[config.mk]
export PLATFORM = sky130hd
export DESIGN_NAME = row_centroid_line_follower_core_flat
export DESIGN_NICKNAME = d
export VERILOG_FILES = /design/src/hw/rtl/rcl_pkg.sv /design/src/hw/rtl/rcl_in_if.sv /design/src/hw/rtl/rcl_out_if.sv /design/src/hw/rtl/rcl_regs.sv /design/src/hw/rtl/rcl_ctrl.sv /design/src/hw/rtl/rcl_dp.sv /design/src/hw/rtl/row_centroid_line_follower_core.sv /design/src/flat_wrapper.sv
export SDC_FILE = /design/constraint.sdc
export NUM_CORES = 1
export LEC_CHECK = 0
export BUFFER_PORTS_ARGS = -buffer_cell sky130_fd_sc_hd__buf_4
export CORE_MARGIN = 2
export CORE_UTILIZATION = 45
export DETAILED_ROUTE_END_ITERATION = 8
export GPL_ROUTABILITY_DRIVEN = 0
export PLACE_DENSITY_LB_ADDON = 0.12
export RECOVER_POWER = 100
export SLEW_MARGIN = 0
export SYNTH_ARGS = -nofsm -noshare
export SYNTH_HDL_FRONTEND = slang
export SYNTH_SLANG_ARGS = --single-unit
[constraint.sdc]
create_clock -name clk -period 7.7 [get_ports clk]
set_input_delay 0.385 -clock clk [delete_from_list [all_inputs] [get_ports clk]]
set_output_delay 0.385 -clock clk [all_outputs]
set_load 0.02 [all_outputs]
[src/hw/rtl/rcl_pkg.sv]
// Shared types, constants and helper functions for the row centroid line follower.
package rcl_pkg;

	localparam int PIX_W   = 8;
	localparam int MOTOR_W = 9;
	localparam int COUNT_W = 9;
	localparam int SUM_W   = 16;
	localparam int PROD_W  = 26;
	localparam int CNT_W   = 4;

	// result kinds
	localparam logic [1:0] KIND_THRESHOLD = 2'd0;
	localparam logic [1:0] KIND_DRIVE     = 2'd1;
	localparam logic [1:0] KIND_REVERSE   = 2'd2;
	localparam logic [1:0] KIND_LINE_END  = 2'd3;

	// row kinds
	localparam logic OP_CALIBRATE = 1'b0;
	localparam logic OP_TRACK     = 1'b1;

	// register indexes
	localparam logic [1:0] REG_GAIN  = 2'd0;
	localparam logic [1:0] REG_SPEED = 2'd1;
	localparam logic [1:0] REG_END   = 2'd2;

	localparam logic [7:0]         GAIN_RST  = 8'd72;
	localparam logic signed [8:0]  SPEED_RST = -9'sd55;
	localparam logic [8:0]         END_RST   = 9'd310;

	// controller to datapath
	typedef struct packed {
		logic accept;
		logic div_start;
		logic div_step;
		logic mul_load;
		logic fin_load;
	} rcl_cmd_t;

	// datapath to controller
	typedef struct packed {
		logic needs_div;
		logic div_last;
		logic out_busy;
	} rcl_stat_t;

	// clamp a 9 bit signed value to +-255
	function automatic logic signed [MOTOR_W-1:0] sat_speed(logic signed [MOTOR_W-1:0] v);
		logic signed [MOTOR_W-1:0] r;
		r = v;
		if (v < -9'sd255) r = -9'sd255;
		return r;
	endfunction

	// divide by 256 toward zero, then clamp to +-255
	function automatic logic signed [MOTOR_W-1:0] motor_of(logic signed [PROD_W-1:0] v);
		logic signed [PROD_W-9:0] q;
		logic signed [MOTOR_W-1:0] r;
		q = v[PROD_W-1:8];
		if (v[PROD_W-1] && (v[7:0] != 8'd0)) q = q + 18'sd1;
		if (q > 18'sd255) r = 9'sd255;
		else if (q < -18'sd255) r = -9'sd255;
		else r = q[MOTOR_W-1:0];
		return r;
	endfunction

endpackage

[src/hw/rtl/rcl_in_if.sv]
// Pixel input channel: one pixel item per handshake.
interface rcl_in_if;
	logic       valid;
	logic       ready;
	logic       op;
	logic [7:0] pixel;
	logic       last;

	modport source (output valid, output op, output pixel, output last, input ready);
	modport sink (input valid, input op, input pixel, input last, output ready);
endinterface

[src/hw/rtl/rcl_out_if.sv]
// Result output channel: one outcome item per row.
interface rcl_out_if;
	logic              valid;
	logic              ready;
	logic [1:0]        kind;
	logic signed [8:0] left_motor;
	logic signed [8:0] right_motor;
	logic [7:0]        threshold_out;

	modport source (output valid, output kind, output left_motor, output right_motor,
		output threshold_out, input ready);
	modport sink (input valid, input kind, input left_motor, input right_motor,
		input threshold_out, output ready);
endinterface

[src/hw/rtl/rcl_regs.sv]
// APB register file: gain, drive speed and line end count.
module rcl_regs (
	input  logic        clk,
	input  logic        arst_n,
	input  logic        psel,
	input  logic        penable,
	input  logic        pwrite,
	input  logic [3:0]  paddr,
	input  logic [31:0] pwdata,
	output logic [31:0] prdata,
	output logic        pready,
	output logic [7:0]  gain_q8,
	output logic signed [8:0] drive_speed,
	output logic [8:0]  end_count
);
	import rcl_pkg::*;

	logic [7:0]        gain_q;
	logic signed [8:0] speed_q;
	logic [8:0]        end_q;
	logic              wr_en;

	assign pready = 1'b1;
	assign wr_en  = psel && penable && pwrite;

	// register writes
	always_ff @(posedge clk or negedge arst_n) begin
		if (!arst_n) begin
			gain_q  <= GAIN_RST;
			speed_q <= SPEED_RST;
			end_q   <= END_RST;
		end else if (wr_en) begin
			case (paddr[3:2])
				REG_GAIN:  gain_q  <= pwdata[7:0];
				REG_SPEED: speed_q <= pwdata[8:0];
				REG_END:   end_q   <= pwdata[8:0];
				default:   ;
			endcase
		end
	end

	// read mux
	always_comb begin
		case (paddr[3:2])
			REG_GAIN:  prdata = {24'd0, gain_q};
			REG_SPEED: prdata = 32'(speed_q);
			REG_END:   prdata = {23'd0, end_q};
			default:   prdata = 32'd0;
		endcase
	end

	assign gain_q8     = gain_q;
	assign drive_speed = speed_q;
	assign end_count   = end_q;
endmodule

[src/hw/rtl/rcl_ctrl.sv]
// Controller: pixel intake, serial divide, multiply and result hand-off sequencing.
module rcl_ctrl (
	input  logic              clk,
	input  logic              arst_n,
	input  logic              pix_valid,
	input  logic              pix_last,
	output logic              pix_ready,
	input  rcl_pkg::rcl_stat_t stat,
	output rcl_pkg::rcl_cmd_t  cmd
);
	import rcl_pkg::*;

	localparam logic [1:0] ST_ACC = 2'd0;
	localparam logic [1:0] ST_DIV = 2'd1;
	localparam logic [1:0] ST_MUL = 2'd2;
	localparam logic [1:0] ST_FIN = 2'd3;

	logic [1:0] state_q;
	logic [1:0] state_n;
	logic       accept;

	// a last pixel waits while the previous result is still pending
	assign pix_ready = (state_q == ST_ACC) && !(pix_last && stat.out_busy);
	assign accept    = pix_valid && pix_ready;

	always_comb begin
		state_n       = state_q;
		cmd           = '0;
		cmd.accept    = accept;
		case (state_q)
			ST_ACC: begin
				if (accept && stat.needs_div) begin
					cmd.div_start = 1'b1;
					state_n       = ST_DIV;
				end
			end
			ST_DIV: begin
				cmd.div_step = 1'b1;
				if (stat.div_last) state_n = ST_MUL;
			end
			ST_MUL: begin
				cmd.mul_load = 1'b1;
				state_n      = ST_FIN;
			end
			ST_FIN: begin
				if (!stat.out_busy) begin
					cmd.fin_load = 1'b1;
					state_n      = ST_ACC;
				end
			end
			default: state_n = ST_ACC;
		endcase
	end

	always_ff @(posedge clk or negedge arst_n) begin
		if (!arst_n) begin
			state_q <= ST_ACC;
		end else begin
			state_q <= state_n;
		end
	end
endmodule

[src/hw/rtl/rcl_dp.sv]
// Datapath: row accumulators, threshold, serial divider, gain multiply, result register.
module rcl_dp #(
	parameter int ROW_WIDTH = 320
) (
	input  logic              clk,
	input  logic              arst_n,
	input  logic              op,
	input  logic [7:0]        pixel,
	input  logic              last,
	input  logic              out_ready,
	input  logic [7:0]        gain_q8,
	input  logic signed [8:0] drive_speed,
	input  logic [8:0]        end_count,
	input  rcl_pkg::rcl_cmd_t  cmd,
	output rcl_pkg::rcl_stat_t stat,
	output logic              out_valid,
	output logic [1:0]        kind,
	output logic signed [8:0] left_motor,
	output logic signed [8:0] right_motor,
	output logic [7:0]        threshold_out
);
	import rcl_pkg::*;

	localparam int POS_W = (ROW_WIDTH > 2) ? $clog2(ROW_WIDTH) : 1;
	localparam int OFF_W = POS_W + 1;
	localparam logic [POS_W-1:0] POS_MAX = POS_W'(ROW_WIDTH - 1);
	localparam logic signed [OFF_W-1:0] HALF = OFF_W'(ROW_WIDTH / 2);
	localparam logic [COUNT_W-1:0] LIT_MAX = '1;

	// row state
	logic [PIX_W-1:0]          thr_q, max_q, min_q;
	logic signed [SUM_W-1:0]   sum_q;
	logic [COUNT_W-1:0]        lit_q;
	logic [POS_W-1:0]          pos_q;

	// next-row values including the current pixel
	logic [PIX_W-1:0]          max_n, min_n, thr_cal;
	logic signed [SUM_W-1:0]   sum_n, sum_sat;
	logic signed [SUM_W+1:0]   sum_wide;
	logic signed [OFF_W-1:0]   off;
	logic [COUNT_W-1:0]        lit_n;
	logic                      px_lit;
	logic [SUM_W-1:0]          sum_abs;

	// divider and multiplier
	logic [SUM_W-1:0]          dvd_q;
	logic [COUNT_W-1:0]        dvs_q, rem_q;
	logic                      neg_q;
	logic [CNT_W-1:0]          cnt_q;
	logic [COUNT_W:0]          trial;
	logic                      ge;
	logic signed [SUM_W:0]     mean;
	logic signed [PROD_W-1:0]  prod_q, base;

	// result register
	logic                      vld_q;
	logic [1:0]                kind_q;
	logic signed [MOTOR_W-1:0] left_q, right_q;
	logic [PIX_W-1:0]          thro_q;

	always_comb begin
		px_lit   = pixel > thr_q;
		max_n    = (op == OP_CALIBRATE && pixel > max_q) ? pixel : max_q;
		min_n    = (op == OP_CALIBRATE && pixel < min_q) ? pixel : min_q;
		thr_cal  = PIX_W'((9'(max_n) + 9'(min_n)) >> 1);
		off      = $signed({1'b0, pos_q}) - HALF;
		sum_wide = 18'(sum_q) + 18'(off);
		if (sum_wide > 18'sd32767) sum_sat = 16'sh7FFF;
		else if (sum_wide < -18'sd32768) sum_sat = 16'sh8000;
		else sum_sat = sum_wide[SUM_W-1:0];
		sum_n    = (op == OP_TRACK && px_lit) ? sum_sat : sum_q;
		lit_n    = (op == OP_TRACK && px_lit && lit_q != LIT_MAX) ? lit_q + 9'd1 : lit_q;
		sum_abs  = sum_n[SUM_W-1] ? (~sum_n + 16'd1) : sum_n;
	end

	assign stat.needs_div = last && (op == OP_TRACK) && (lit_n != '0) && (lit_n <= end_count);
	assign stat.div_last  = (cnt_q == '1);
	assign stat.out_busy  = vld_q && !out_ready;

	// row accumulators and threshold
	always_ff @(posedge clk or negedge arst_n) begin
		if (!arst_n) begin
			thr_q <= '0;
			max_q <= '0;
			min_q <= '1;
			sum_q <= '0;
			lit_q <= '0;
			pos_q <= '0;
		end else if (cmd.accept) begin
			if (last) begin
				if (op == OP_CALIBRATE) thr_q <= thr_cal;
				max_q <= '0;
				min_q <= '1;
				sum_q <= '0;
				lit_q <= '0;
				pos_q <= '0;
			end else begin
				max_q <= max_n;
				min_q <= min_n;
				sum_q <= sum_n;
				lit_q <= lit_n;
				if (pos_q < POS_MAX) pos_q <= pos_q + 1'b1;
			end
		end
	end

	// restoring divide of |offset sum| by lit count, one quotient bit a cycle
	assign trial = {rem_q, dvd_q[SUM_W-1]};
	assign ge    = trial >= {1'b0, dvs_q};

	always_ff @(posedge clk) begin
		if (cmd.div_start) begin
			dvd_q <= sum_abs;
			dvs_q <= lit_n;
			neg_q <= sum_n[SUM_W-1];
			rem_q <= '0;
			cnt_q <= '0;
		end else if (cmd.div_step) begin
			rem_q <= ge ? COUNT_W'(trial - {1'b0, dvs_q}) : trial[COUNT_W-1:0];
			dvd_q <= {dvd_q[SUM_W-2:0], ge};
			cnt_q <= cnt_q + 1'b1;
		end
	end

	// signed mean times gain
	assign mean = neg_q ? -$signed({1'b0, dvd_q}) : $signed({1'b0, dvd_q});
	assign base = PROD_W'(drive_speed) <<< 8;

	always_ff @(posedge clk) begin
		if (cmd.mul_load) prod_q <= PROD_W'($signed({1'b0, gain_q8})) * PROD_W'(mean);
	end

	// result register: a new result overrides the hand-off of the old one
	always_ff @(posedge clk or negedge arst_n) begin
		if (!arst_n) begin
			vld_q <= 1'b0;
		end else if ((cmd.accept && last && !stat.needs_div) || cmd.fin_load) begin
			vld_q <= 1'b1;
		end else if (vld_q && out_ready) begin
			vld_q <= 1'b0;
		end
	end

	always_ff @(posedge clk) begin
		if (cmd.fin_load) begin
			kind_q  <= KIND_DRIVE;
			left_q  <= motor_of(base - prod_q);
			right_q <= motor_of(base + prod_q);
			thro_q  <= thr_q;
		end else if (cmd.accept && last && !stat.needs_div) begin
			if (op == OP_CALIBRATE) begin
				kind_q  <= KIND_THRESHOLD;
				left_q  <= '0;
				right_q <= '0;
				thro_q  <= thr_cal;
			end else if (lit_n == '0) begin
				kind_q  <= KIND_REVERSE;
				left_q  <= sat_speed(drive_speed);
				right_q <= sat_speed(drive_speed);
				thro_q  <= thr_q;
			end else begin
				kind_q  <= KIND_LINE_END;
				left_q  <= '0;
				right_q <= '0;
				thro_q  <= thr_q;
			end
		end
	end

	assign out_valid     = vld_q;
	assign kind          = kind_q;
	assign left_motor    = left_q;
	assign right_motor   = right_q;
	assign threshold_out = thro_q;
endmodule

[src/hw/rtl/row_centroid_line_follower_core.sv]
// Throughput: one pixel item per cycle within a row while no steering result is in progress;
// other results appear in the cycle after the last pixel. A steering result (drive kind) goes
// through a 16 step serial divider, a multiply and an output state; pixel intake stalls meanwhile.
// A last pixel waits while the previous result has not been taken.
// Reset (arst_n, asynchronous, active low) restores registers and clears the row state.
module row_centroid_line_follower_core #(
	parameter int ROW_WIDTH = 320
) (
	input  logic        clk,
	input  logic        arst_n,
	rcl_in_if.sink      pix,
	rcl_out_if.source   res,
	input  logic        psel,
	input  logic        penable,
	input  logic        pwrite,
	input  logic [3:0]  paddr,
	input  logic [31:0] pwdata,
	output logic [31:0] prdata,
	output logic        pready
);
	import rcl_pkg::*;

	logic [7:0]        gain_q8;
	logic signed [8:0] drive_speed;
	logic [8:0]        end_count;
	rcl_cmd_t          cmd;
	rcl_stat_t         stat;

	rcl_regs u_regs (
		.clk, .arst_n, .psel, .penable, .pwrite, .paddr, .pwdata, .prdata, .pready,
		.gain_q8, .drive_speed, .end_count
	);

	rcl_ctrl u_ctrl (
		.clk, .arst_n,
		.pix_valid (pix.valid),
		.pix_last  (pix.last),
		.pix_ready (pix.ready),
		.stat, .cmd
	);

	rcl_dp #(.ROW_WIDTH(ROW_WIDTH)) u_dp (
		.clk, .arst_n,
		.op            (pix.op),
		.pixel         (pix.pixel),
		.last          (pix.last),
		.out_ready     (res.ready),
		.gain_q8, .drive_speed, .end_count,
		.cmd, .stat,
		.out_valid     (res.valid),
		.kind          (res.kind),
		.left_motor    (res.left_motor),
		.right_motor   (res.right_motor),
		.threshold_out (res.threshold_out)
	);
endmodule

[src/flat_wrapper.sv]
// flat-port wrapper written by rule: the top's interface ports become plain ports
module row_centroid_line_follower_core_flat import rcl_pkg::*;
#(
	parameter int ROW_WIDTH = 320
)
  (clk, arst_n, psel, penable, pwrite, paddr, pwdata, prdata, pready, pix_valid, pix_op, pix_pixel, pix_last, pix_ready, res_valid, res_kind, res_left_motor, res_right_motor, res_threshold_out, res_ready);
  rcl_in_if pix_i ();
  rcl_out_if res_i ();
  input  logic clk;
  input  logic arst_n;
  input  logic psel;
  input  logic penable;
  input  logic pwrite;
  input  logic [3:0] paddr;
  input  logic [31:0] pwdata;
  output logic [31:0] prdata;
  output logic pready;
  input wire logic [$bits(pix_i.valid)-1:0] pix_valid;
  input wire logic [$bits(pix_i.op)-1:0] pix_op;
  input wire logic [$bits(pix_i.pixel)-1:0] pix_pixel;
  input wire logic [$bits(pix_i.last)-1:0] pix_last;
  output wire logic [$bits(pix_i.ready)-1:0] pix_ready;
  output wire logic [$bits(res_i.valid)-1:0] res_valid;
  output wire logic [$bits(res_i.kind)-1:0] res_kind;
  output wire logic [$bits(res_i.left_motor)-1:0] res_left_motor;
  output wire logic [$bits(res_i.right_motor)-1:0] res_right_motor;
  output wire logic [$bits(res_i.threshold_out)-1:0] res_threshold_out;
  input wire logic [$bits(res_i.ready)-1:0] res_ready;
  assign pix_i.valid = pix_valid;
  assign pix_i.op = pix_op;
  assign pix_i.pixel = pix_pixel;
  assign pix_i.last = pix_last;
  assign pix_ready = pix_i.ready;
  assign res_valid = res_i.valid;
  assign res_kind = res_i.kind;
  assign res_left_motor = res_i.left_motor;
  assign res_right_motor = res_i.right_motor;
  assign res_threshold_out = res_i.threshold_out;
  assign res_i.ready = res_ready;
  row_centroid_line_follower_core #(.ROW_WIDTH(ROW_WIDTH)) u_core (.clk(clk), .arst_n(arst_n), .pix(pix_i), .res(res_i), .psel(psel), .penable(penable), .pwrite(pwrite), .paddr(paddr), .pwdata(pwdata), .prdata(prdata), .pready(pready));
endmodule
==> results.md <==
- Clk_lat worst skew: 470 ps
- Synth Net Count: 2588
- Die width: 212.9 microns
- Fin Setup TNS: 0 ps
- Post-synthesis sequential area ratio: 24.68%
- First-pass GRT wire length: 81790 microns
- Bufs on Longest Clock Path: 2
- Count of final setup violators: 0
- Mapped Area: 19630 sq um
- CORE AREA: 43080 sq um
- Global-route usage over all layers: 22.72%
- Ratio of cells with drive above 1 in the final layout: 6.190%
- CP Data Required Time: 7910 ps
- Vias after detailed routing: 15930
- EDFF count, synth: 78
- Root buf cell: clkbuf_16
- Top Usage Layer GRT: met2
- DR WL/cell: 17.32 microns
- Post-CTS setup buffers: 0
- Via/cell ratio: 5.532
- Hold/Removal Path Class: input pin to flip-flop
- Met1 Use GR: 29.87%
- Final Max Tran Viols: 160
- Initial antenna violation count: 0
- Max Clk Rate: 0.1421 GHz
- Final wirelength: 49860 microns
- Final core utilization: 48.60%
- Period utilization: 91.42%
- FFs w/ async S/R, synth: 48.33%
- Crit-path max cell delay: 570 ps
- Ys Warns: 0
- Synthesized instance count: 2256
- Vias in the first global route: 15640
- Final Critical Period: 7040 ps
- Post-route DRC: 0
- CP startpoint kind: flip-flop
- Top FF cell, synth: edfxtp_1
- Initial DRT Pass Iterations: 7
- Port bufs: 89
- CTS tree: built
- Failing checks: capacitance limit, slew limit
- Pin count of the biggest net entering global routing: 70
- Clock Skew: 18.40 ps
- Congestion Overflow GR: 0
- Die area: 45320 sq um
- Synthesized area per cell: 8.702 sq um
- Post-DP HPWL: 39600 microns
- #FFs+latches synth: 180
- FP Rows: 76
- Number of distinct library cells after synthesis: 93
- H-tree Lvls: 4
- Ports: 116
- Die Ht: 212.9 microns
- Hold-fix buffers, CTS: 1
- CTS Sinks: 180
- P&R area growth vs syn: 6.634%
- Status: finished, violations left
- Remaining antenna violation count: 0
- Slowest CP cell: edfxtp_1
- Initial DRC Count: 905
- CP dominant cell by count: fa_1
- Crit path to: u_core.u_dp.prod_q[25]
- CP Capture Type: flip-flop
- Flop2flop setup slack: 660 ps
- R2R Path End: u_core.u_dp.prod_q[25]
- Crit-path cells: or3_1 > or4_1 > or2_2 > o21ai_0 > nand2_1 > xnor2_1 > nand2_1 > fa_1 > inv_1 > fa_1 > inv_1 > fa_1 > fa_1 > inv_1 > ha_1 > a21o_1 > a21oi_1 > o21ai_0 > a211oi_1 > o21ai_0 > a21oi_1 > xnor2_1
- Initial Util: 45.58%
- Cts repair resizes: 0
- Met3 usage: 2.662%
- Layout Nets: 2613
- Critical path's top delay family: adder cells
- Inserted Diodes: 0
- Critical path start-end classification: flip-flop to flip-flop
- Crit path buffers/inverters: 3
- RSZ-0062 raised after global routing: no
- Total CTS buffers: 17
- Relative slew slack: -164.8%
- Max-cap violation count: 4
- FF-to-FF Start: u_core.u_dp.dvd_q[0]
- CP arrival: 7250 ps
- CP Max Fanout: 11
- Reg clk slew, reported paths: 80 ps
- Met2 Resource Use GR: 39.34%
- Hold violation total from the final report: 0
- Worst r2r path cells: 22
- Worst slew pin tran: 3972 ps
- Stages on the worst setup path: 22
- Crit path launch: u_core.u_dp.dvd_q[0]
-- worst reg2reg max path: stages, from the launching register on --
cell,delay (ps)
edfxtp_1,570
or3_1,460
or4_1,460
or2_2,330
o21ai_0,270
nand2_1,110
xnor2_1,520
nand2_1,140
fa_1,520
inv_1,50
fa_1,490
inv_1,50
fa_1,460
fa_1,540
inv_1,40
ha_1,350
a21o_1,200
a21oi_1,210
o21ai_0,150
a211oi_1,420
o21ai_0,160
a21oi_1,190
xnor2_1,80
-- registers in the layout, summed over array words and instances (netlist names), 9 cells and up --
name / flops
u_core.u_dp.dvd_q: 16
u_core.u_dp.dvs_q: 9
u_core.u_dp.left_motor: 9
u_core.u_dp.lit_q: 9
u_core.u_dp.pos_q: 9
u_core.u_dp.prod_q: 26
u_core.u_dp.rem_q: 9
u_core.u_dp.right_motor: 9
u_core.u_dp.sum_q: 16
u_core.u_regs.drive_speed: 9
u_core.u_regs.end_count: 9
-- worst min path at each step --
stage | depth (start not counted) | slack, ps | endpoint | start
2_1_floorplan | 0 | 90 | u_core.u_ctrl.state_q[0] | arst_n
3_3_place_gp | 1 | 270 | u_core.u_regs.drive_speed[5] | arst_n
3_5_place_dp | 1 | 270 | u_core.u_regs.drive_speed[4] | arst_n
4_1_cts | 3 | 110 | u_core.u_regs.end_count[8] | pwdata[8]
5_1_grt | 3 | 140 | u_core.u_regs.end_count[7] | pwdata[7]
6_report | 3 | 140 | u_core.u_regs.end_count[7] | pwdata[7]
-- cell usage after synthesis, types with 9 or more instances --
cell type,number,area (sq um)
a22o_1,11,96.34
mux2i_1,28,280.3
o211ai_1,15,112.6
nor2b_1,27,168.9
xnor2_1,98,858.3
nand2_1,220,825.8
o21a_1,21,157.7
dfrtp_1,67,1677
nand3_1,40,200.2
o31ai_1,22,165.2
or2_2,14,87.58
o22ai_1,9,56.30
inv_1,266,998.5
or3_1,27,168.9
a211o_1,13,113.9
a211oi_1,20,150.1
mux2_2,32,360.4
a31oi_1,28,175.2
nand4_1,21,131.4
nand2b_1,30,187.7
nor3_1,42,210.2
buf_4,26,195.2
and3_1,20,125.1
a21o_1,38,285.3
o21ai_0,124,620.6
nor3b_1,11,82.58
dfstp_2,20,525.5
and2_1,81,506.7
fa_1,112,2242
a21oi_1,105,525.5
ha_1,167,2090
nor2_1,132,495.5
xor2_1,42,367.9
edfxtp_1,78,2342
dfxtp_1,15,300.3
buf_2,9,45.04
clkbuf_1,62,232.7
-- layer usage --
metal	wire length [microns]	up-vias
met4	1098	0
met1	23020	7745
li1	-	7863
met2	24410	261
met3	1338	57
met5	0	-
-- area by class of cell --
type                       count  area, sq um
timing repair buffer         108        531.8
clock buffer                  19        464.2
sequential                   180         4845
fill                        4243        22140
clock inverter                13        110.1
multi-input combinational   1705        13240
tap                          585        732.0
inverter                     269         1010
-- metrics by stage --
step / instance area (sq um) / hold slack (ps) / cells / setup WS (ps)
after floorplan: 19630 / 89.41 / 2256 / 1441
after global placement: 20670 / 273.5 / 2846 / 748.1
after detailed placement: 20670 / 273.9 / 2846 / 623.3
after CTS: 21250 / 113.8 / 2879 / 621.6
after global routing: 20940 / 143.6 / 2879 / 137.5
final: 20940 / 138.6 / 2879 / 660.5
-- logic make-up (layout without fill, tap and decap cells) --
logic type      after synthesis  in the layout  synth area share (%)
xor+xnor                    140            140                 6.246
buf+inv                     371            409                 7.724
fa+ha+maj                   279            279                 22.06
mux                          61             61                 3.333
simple gates                712            712                 18.47
flops                       180            180                 24.68
other cells                   1              1               0.01910
compound gates              512            512                 17.47
-- cells in the final DEF, fill, tap and decap left out, drive strengths merged, types with 32 or more instances in the layout --
master	count
a21o	38
a21oi	106
and2	83
clkbuf	95
dfrtp	67
edfxtp	78
fa	112
ha	167
inv	274
mux2	32
nand2	220
nand3	40
nor2	133
nor3	43
o21ai	131
xnor2	98
xor2	42
Power is left out: the tool's default activity adds up to more than one toggle a clock period on the data nets, which glitch-free logic cannot reach.
